**src/rtl/assert_macros.svh**
```systemverilog
// Assertion macros used by the top level of the turn maneuver sequencer.
`ifndef ASSERT_MACROS_SVH
`define ASSERT_MACROS_SVH

// Antecedent implies consequent in the same cycle, disabled during reset.
`define ASSERT_SAME(label, clk, rst_n, ante, cons, msg) \
    label: assert property (@(posedge clk) disable iff (!rst_n) (ante) |-> (cons)) \
        else $error(msg);

// Antecedent implies consequent in the following cycle, disabled during reset.
`define ASSERT_NEXT(label, clk, rst_n, ante, cons, msg) \
    label: assert property (@(posedge clk) disable iff (!rst_n) (ante) |=> (cons)) \
        else $error(msg);

`endif

```
**src/rtl/tms_pkg.sv**
```systemverilog
// Package with the types, codes and constants of the turn maneuver sequencer.
`default_nettype none

package tms_pkg;

    localparam int SENSOR_W = 7;
    localparam int TIME_W   = 32;
    localparam int SPEED_W  = 10;
    localparam int DUR_W    = 16;
    localparam int TARGET_W = 11;
    localparam int CFG_IDX_W  = 3;
    localparam int CFG_DATA_W = 16;

    typedef enum logic [1:0] {
        KIND_NONE  = 2'd0,
        KIND_CROSS = 2'd1,
        KIND_LEFT  = 2'd2,
        KIND_RIGHT = 2'd3
    } turn_kind_t;

    localparam logic [CFG_IDX_W-1:0] REG_BASE_SPEED    = 3'd0;
    localparam logic [CFG_IDX_W-1:0] REG_ROTATE_SPEED  = 3'd1;
    localparam logic [CFG_IDX_W-1:0] REG_CROSS_TIME    = 3'd2;
    localparam logic [CFG_IDX_W-1:0] REG_STRAIGHT_TIME = 3'd3;
    localparam logic [CFG_IDX_W-1:0] REG_TURN_END      = 3'd4;

    localparam logic [SPEED_W-1:0] BASE_SPEED_RST    = 10'd20;
    localparam logic [SPEED_W-1:0] ROTATE_SPEED_RST  = 10'd30;
    localparam logic [DUR_W-1:0]   CROSS_TIME_RST    = 16'd300;
    localparam logic [DUR_W-1:0]   STRAIGHT_TIME_RST = 16'd200;
    localparam logic [DUR_W-1:0]   TURN_END_RST      = 16'd700;

    localparam logic [SENSOR_W-1:0] PAT_CROSS  = 7'h7F;
    localparam logic [SENSOR_W-1:0] LEFT_CORE  = 7'h07;
    localparam logic [SENSOR_W-1:0] LEFT_SIDE  = 7'h78;
    localparam logic [SENSOR_W-1:0] RIGHT_CORE = 7'h70;
    localparam logic [SENSOR_W-1:0] RIGHT_SIDE = 7'h0F;
    localparam logic [SENSOR_W-1:0] CLEAR_MASK = 7'h77;

    typedef struct packed {
        logic [SPEED_W-1:0] base_speed;
        logic [SPEED_W-1:0] rotate_speed;
        logic [DUR_W-1:0]   cross_time;
        logic [DUR_W-1:0]   straight_time;
        logic [DUR_W-1:0]   turn_end;
    } tms_cfg_t;

    typedef struct packed {
        turn_kind_t kind;
        logic       cleared;
    } tms_class_t;

endpackage

`default_nettype wire

```
**src/rtl/tms_cfg_regs.sv**
```systemverilog
// Configuration register file of the turn maneuver sequencer.
`default_nettype none

module tms_cfg_regs (
    input  wire logic                           clk,
    input  wire logic                           rst_n,
    input  wire logic                           cfg_valid,
    output logic                                cfg_ready,
    input  wire logic [tms_pkg::CFG_IDX_W-1:0]  cfg_index,
    input  wire logic [tms_pkg::CFG_DATA_W-1:0] cfg_data,
    output tms_pkg::tms_cfg_t                   cfg
);
    import tms_pkg::*;

    tms_cfg_t cfg_reg;

    assign cfg_ready = 1'b1;
    assign cfg      = cfg_reg;

    always_ff @(posedge clk or negedge rst_n)
    begin
        if (!rst_n)
        begin
            cfg_reg.base_speed    <= BASE_SPEED_RST;
            cfg_reg.rotate_speed  <= ROTATE_SPEED_RST;
            cfg_reg.cross_time    <= CROSS_TIME_RST;
            cfg_reg.straight_time <= STRAIGHT_TIME_RST;
            cfg_reg.turn_end      <= TURN_END_RST;
        end
        else if (cfg_valid && cfg_ready)
        begin
            case (cfg_index)
                REG_BASE_SPEED:    cfg_reg.base_speed    <= cfg_data[SPEED_W-1:0];
                REG_ROTATE_SPEED:  cfg_reg.rotate_speed  <= cfg_data[SPEED_W-1:0];
                REG_CROSS_TIME:    cfg_reg.cross_time    <= cfg_data[DUR_W-1:0];
                REG_STRAIGHT_TIME: cfg_reg.straight_time <= cfg_data[DUR_W-1:0];
                REG_TURN_END:      cfg_reg.turn_end      <= cfg_data[DUR_W-1:0];
                default:           cfg_reg <= cfg_reg;
            endcase
        end
    end

endmodule

`default_nettype wire

```
**src/rtl/tms_classify.sv**
```systemverilog
// Sensor pattern classifier: turn kind and re-arm condition.
`default_nettype none

module tms_classify (
    input  wire logic [tms_pkg::SENSOR_W-1:0] sensor_bits,
    output tms_pkg::tms_class_t               result
);
    import tms_pkg::*;

    turn_kind_t kind;

    always_comb
    begin
        if (sensor_bits == PAT_CROSS)
            kind = KIND_CROSS;
        else if (((sensor_bits & LEFT_CORE) == LEFT_CORE) && ((sensor_bits & LEFT_SIDE) != '0))
            kind = KIND_LEFT;
        else if (((sensor_bits & RIGHT_CORE) == RIGHT_CORE)
                 && ((sensor_bits & RIGHT_SIDE) != '0))
            kind = KIND_RIGHT;
        else
            kind = KIND_NONE;
    end

    assign result.kind    = kind;
    assign result.cleared = ((sensor_bits & CLEAR_MASK) == '0) || (kind == KIND_NONE);

endmodule

`default_nettype wire

```
**src/rtl/turn_maneuver_sequencer.sv**
```systemverilog
// Top level of the turn maneuver sequencer: request register, turn state and result register.
`default_nettype none

// One request is taken per clock cycle unless the input side stalls: the request
// is registered, the pattern is classified and the turn state and wheel targets
// are worked out in one pass, and the outcome lands in the result register. A
// stall on the result side holds both registers, and the input side stalls only
// when the request register is full and cannot move on. Configuration writes are
// taken in every cycle.

`include "assert_macros.svh"

module turn_maneuver_sequencer (
    input  wire logic                           clk,
    input  wire logic                           rst_n,
    input  wire logic                           in_valid,
    output logic                                in_stall,
    input  wire logic [tms_pkg::SENSOR_W-1:0]   sensor_bits,
    input  wire logic [tms_pkg::TIME_W-1:0]     now_ms,
    input  wire logic                           restart,
    output logic                                out_valid,
    input  wire logic                           out_stall,
    output logic                                takeover,
    output logic signed [tms_pkg::TARGET_W-1:0] left_target,
    output logic signed [tms_pkg::TARGET_W-1:0] right_target,
    output logic [1:0]                          turn_kind,
    input  wire logic                           cfg_valid,
    output logic                                cfg_ready,
    input  wire logic [tms_pkg::CFG_IDX_W-1:0]  cfg_index,
    input  wire logic [tms_pkg::CFG_DATA_W-1:0] cfg_data
);
    import tms_pkg::*;

    tms_cfg_t   cfg;
    tms_class_t cls;

    logic                s1_valid_reg;
    logic [SENSOR_W-1:0] s1_bits_reg;
    logic [TIME_W-1:0]   s1_now_reg;
    logic                s1_restart_reg;
    logic                s1_advance;

    turn_kind_t        turn_reg, turn_next;
    logic              active_reg, active_next;
    logic              armed_reg, armed_next;
    logic [TIME_W-1:0] start_reg, start_next;

    logic                       out_valid_reg;
    logic                       takeover_reg, takeover_next;
    logic signed [TARGET_W-1:0] left_reg, left_next;
    logic signed [TARGET_W-1:0] right_reg, right_next;
    turn_kind_t                 kind_reg;

    logic [TIME_W-1:0]          elapsed;
    logic signed [TARGET_W-1:0] base_t;
    logic signed [TARGET_W-1:0] rot_t;
    logic                       running;

    tms_cfg_regs u_cfg (
        .clk       (clk),
        .rst_n     (rst_n),
        .cfg_valid (cfg_valid),
        .cfg_ready (cfg_ready),
        .cfg_index (cfg_index),
        .cfg_data  (cfg_data),
        .cfg       (cfg)
    );

    tms_classify u_classify (
        .sensor_bits (s1_bits_reg),
        .result      (cls)
    );

    assign s1_advance = !out_valid_reg || !out_stall;
    assign in_stall   = s1_valid_reg && !s1_advance;

    assign base_t = $signed({1'b0, cfg.base_speed});
    assign rot_t  = $signed({1'b0, cfg.rotate_speed});

    always_comb
    begin
        turn_next     = turn_reg;
        active_next   = active_reg;
        armed_next    = armed_reg;
        start_next    = start_reg;
        takeover_next = 1'b0;
        left_next     = '0;
        right_next    = '0;
        running       = active_reg;
        elapsed       = '0;

        if (s1_restart_reg)
        begin
            turn_next   = KIND_NONE;
            active_next = 1'b0;
            armed_next  = 1'b1;
            start_next  = '0;
            running     = 1'b0;
        end
        else
        begin
            if (!active_reg && (armed_reg || cls.cleared))
            begin
                armed_next = 1'b1;
                if (cls.kind != KIND_NONE)
                begin
                    turn_next   = cls.kind;
                    active_next = 1'b1;
                    armed_next  = 1'b0;
                    start_next  = s1_now_reg;
                    running     = 1'b1;
                end
            end

            if (running)
            begin
                elapsed = s1_now_reg - start_next;
                if (turn_next == KIND_CROSS)
                begin
                    if (elapsed >= TIME_W'(cfg.cross_time))
                    begin
                        active_next = 1'b0;
                        turn_next   = KIND_NONE;
                    end
                    else
                    begin
                        takeover_next = 1'b1;
                        left_next     = base_t;
                        right_next    = base_t;
                    end
                end
                else if (elapsed < TIME_W'(cfg.straight_time))
                begin
                    takeover_next = 1'b1;
                    left_next     = base_t;
                    right_next    = base_t;
                end
                else if (elapsed < TIME_W'(cfg.turn_end))
                begin
                    takeover_next = 1'b1;
                    if (turn_next == KIND_LEFT)
                    begin
                        left_next  = -rot_t;
                        right_next = rot_t;
                    end
                    else
                    begin
                        left_next  = rot_t;
                        right_next = -rot_t;
                    end
                end
                else
                begin
                    active_next = 1'b0;
                    turn_next   = KIND_NONE;
                end
            end
        end
    end

    always_ff @(posedge clk or negedge rst_n)
    begin
        if (!rst_n)
        begin
            s1_valid_reg  <= 1'b0;
            out_valid_reg <= 1'b0;
            turn_reg      <= KIND_NONE;
            active_reg    <= 1'b0;
            armed_reg     <= 1'b1;
            start_reg     <= '0;
        end
        else
        begin
            if (!in_stall)
            begin
                s1_valid_reg <= in_valid;
            end
            if (s1_advance)
            begin
                out_valid_reg <= s1_valid_reg;
            end
            if (s1_valid_reg && s1_advance)
            begin
                turn_reg   <= turn_next;
                active_reg <= active_next;
                armed_reg  <= armed_next;
                start_reg  <= start_next;
            end
        end
    end

    always_ff @(posedge clk)
    begin
        if (in_valid && !in_stall)
        begin
            s1_bits_reg    <= sensor_bits;
            s1_now_reg     <= now_ms;
            s1_restart_reg <= restart;
        end
        if (s1_valid_reg && s1_advance)
        begin
            takeover_reg <= takeover_next;
            left_reg     <= left_next;
            right_reg    <= right_next;
            kind_reg     <= turn_next;
        end
    end

    assign out_valid    = out_valid_reg;
    assign takeover     = takeover_reg;
    assign left_target  = left_reg;
    assign right_target = right_reg;
    assign turn_kind    = kind_reg;

    `ASSERT_SAME(a_idle_targets_zero, clk, rst_n, out_valid_reg && !takeover_reg,
        (left_reg == '0) && (right_reg == '0), "Targets not zero without takeover")
    `ASSERT_SAME(a_takeover_has_kind, clk, rst_n, out_valid_reg && takeover_reg,
        kind_reg != KIND_NONE, "Takeover reported with no turn")
    `ASSERT_SAME(a_active_disarmed, clk, rst_n, active_reg,
        !armed_reg && (turn_reg != KIND_NONE), "Active turn while armed or with no kind")
    `ASSERT_NEXT(a_restart_clears, clk, rst_n, s1_valid_reg && s1_advance && s1_restart_reg,
        !active_reg && armed_reg && (turn_reg == KIND_NONE), "Restart did not clear state")

endmodule

`default_nettype wire

```
**config.mk**
```make
export PLATFORM = sky130hd
export DESIGN_NAME = turn_maneuver_sequencer
export DESIGN_NICKNAME = d
export VERILOG_FILES = /design/src/rtl/tms_pkg.sv /design/src/rtl/tms_cfg_regs.sv /design/src/rtl/tms_classify.sv /design/src/rtl/turn_maneuver_sequencer.sv
export VERILOG_INCLUDE_DIRS = /design/src /design/src/rtl
export SDC_FILE = /design/constraint.sdc
export NUM_CORES = 1
export LEC_CHECK = 0
export ABC_AREA = 1
export ABC_CLOCK_PERIOD_IN_PS = 6300
export BUFFER_PORTS_ARGS = -buffer_cell sky130_fd_sc_hd__buf_2
export CAP_MARGIN = 40
export CORE_MARGIN = 4
export CORE_UTILIZATION = 61
export DETAILED_ROUTE_END_ITERATION = 8
export PLACE_DENSITY = 0.82
export SLEW_MARGIN = 20
export SYNTH_ARGS = -nofsm -noshare
export SYNTH_HDL_FRONTEND = slang
export SYNTH_SLANG_ARGS = --single-unit
```
**constraint.sdc**
```tcl
create_clock -name clk -period 6.3 [get_ports clk]
set_clock_uncertainty 0.15 [all_clocks]
set_input_delay 0.315 -clock clk [delete_from_list [all_inputs] [get_ports clk]]
set_output_delay 0.315 -clock clk [all_outputs]
set_load 0.05 [all_outputs]
```
==> out/metrics.cfg <==
[run_status]
outcome=completed

[clock_tree]
h-tree-depth=4
clock-sinks=170
numCtsBuffers=17
cts_tree=done
cts_resized=0
cts.root.buffer_cell=clkbuf_16
cts_hold_buf=44
cts_setup_buffers=0
clock_path_buffers=2
insertion_delay_ps=440
path_clk_slew_ps=70

[die]
io-pin-count=92
core_area_mm2=0.01748
start_util=0.6279
die_h_um=142.1
die_w_um=142.1
num_rows=48
fp.dieArea_mm2=0.02020

[timing]
setup_viol=0
setup_tns_ps=0
clock.fmax_mhz=177.6
slew_violations=0
worst_slew_pin_slew_ps=633.5
maxSlewHeadroom=0.5765
finalCritPeriodShare=0.8935
rsz0062_at_grt=no
period_minus_slack_ps=5629
hold_violations=0

[setup_path]
worstSetupEndpointType=flip-flop
path_max_fanout=36
max_stage_delay_ps=480
slowest_stage=nand3_2
crit_arrival_ps=5620
worstPathRequired_ps=6290
critical_path_class=flip-flop to flip-flop
start_kind=flip-flop
cpMostUsedCell=nand2_1

[job]
drv_cap=0

[synth]
synth.area.top_cells=dfrtp_1 (20%), edfxtp_1 (18%), nand2_1 (15%)
synthCells=1444
synth.net_count=1589
synth_area_leader_cell=dfrtp_1
synth.most_common_cell=nand2_1
ys.flop_type=dfrtp_1
synth_seq_cells=170
synth_cell_types=47
yosys_warnings=0
synthArstFlopShare=0.6235
synth_commonest_cells=nand2_1 (448), inv_1 (250), o21ai_0 (128)
synth_area_per_cell_um2=7.599
ys_seq_area_frac=0.4192
synth_top_area_frac=0.1961
synth_area_mm2=0.01097
synth_edf_count=64

[detailed_routing]
via_per_inst=5.323
route.detailed.drc=0
vias=9587
dr.pass1.iters=5
drtIter0Drc=702
drtAntennaViolNets=0
post_drt_wl_per_cell_um=14.45
wirelength_um=26020

[power]
p_per_area_mw_per_mm2=369.9
power.leakage_uw=0.006556
vdd_drop_max_v=0.0002426
power_uw=4689

[global_routing]
grt_pass1_vias=9397
grt_overflow_total=0
grtUsageTotal=0.2699
antenna_found_initial=0
grt_max_degree=68
grt_pass1_wl_um=44300

[placement]
place_congestion=0.9411
place_hpwl_um=19010
port_buffers=90

[layout]
drive_gt1_frac=0.1200
layout.nets=1707
syn_to_final_growth_pct=15.54
largest_register_ffs=68

[worst_hold_path]
hp-class=input pin to flip-flop

==> final timing paths <==
kind	startpoint	endpoint	slack [ps]	cells after the start
min	cfg_data[11]	u_cfg.cfg[27]	8	3
max	s1_bits_reg[5]	right_target[6]	670	28
max reg2reg	s1_bits_reg[5]	right_target[6]	670	28
min reg2reg	u_cfg.cfg[46]	u_cfg.cfg[46]	340	2
max in group asynchronous	rst_n	armed_reg	4790	4
min in group asynchronous	rst_n	u_cfg.cfg[26]	240	2
==> critical path: cells and delay by family, from the launching register on <==
| family | cells | cell delay (ps) |
|---|---|---|
| and+or+nand+nor | 14 | 1950 |
| AOI/OAI and AO/OA | 4 | 900 |
| buffers and inverters | 6 | 880 |
| adders and majority gates | 3 | 760 |
| DFF | 1 | 360 |
| xor gates and xnor gates | 1 | 300 |
==> cells by family after synthesis <==
family	synth area share
buffers and inverters	0.1107
other	0.0003417
xor gates and xnor gates	0.01836
DFF	0.4192
and+or+nand+nor	0.2457
AOI/OAI and AO/OA	0.1127
adders and majority gates	0.09304
==> layout by cell type (no fill, tap or decap), types with 60 or more instances in the layout <==
cell type | Yosys | final
o21ai_0 | 128 | 128
dfrtp_1 | 86 | 86
nor2_1 | 63 | 63
ha_1 | 80 | 80
edfxtp_1 | 64 | 64
inv_1 | 250 | 248
buf_2 | 5 | 89
a21oi_1 | 60 | 60
nand2_1 | 448 | 448
==> where the power goes <==
group	switching [uW]	internal [uW]
Clock	439	638
Sequential	94.1	1340
Combinational	1430	750
Total	1960	2730
==> layer usage <==
layer / GRT usage / wire (um) / part of all wire / vias to the layer above
li1: - / - / - / 4864
met1: 0.3644 / 11600 / 0.45 / 4377
met2: 0.4462 / 12400 / 0.48 / 289
met3: 0.03663 / 1322 / 0.051 / 57
met4: 0.1025 / 704 / 0.027 / 0
met5: 0 / 0 / 0 / -
==> stage by stage <==
step | setup slack [ps] | utilization | instance area, um2 | hold slack (ps) | instances
floorplan | 1873 | - | 10970 | -130.6 | 1444
global placement | 965.8 | 0.6582 | 11500 | 178.1 | 1717
detailed placement | 823.3 | 0.6628 | 11580 | 179.4 | 1722
CTS | 755.6 | 0.7233 | 12640 | 7.903 | 1798
global route | 66.25 | 0.7253 | 12680 | 39.00 | 1800
finish | 670.8 | 0.7254 | 12680 | 7.828 | 1801
==> area by class of cell <==
cell class | count | area [um2]
Antenna cell | 1 | 2.502
Sequential cell | 170 | 4599
Timing Repair Buffer | 146 | 1046
Clock buffer | 27 | 579.3
Clock inverter | 5 | 37.54
Inverter | 258 | 968.4
Multi-Input combinational cell | 969 | 5164
Fill cell | 1369 | 4798
Tap cell | 225 | 281.5
Power figures use the tool's default switching activity.
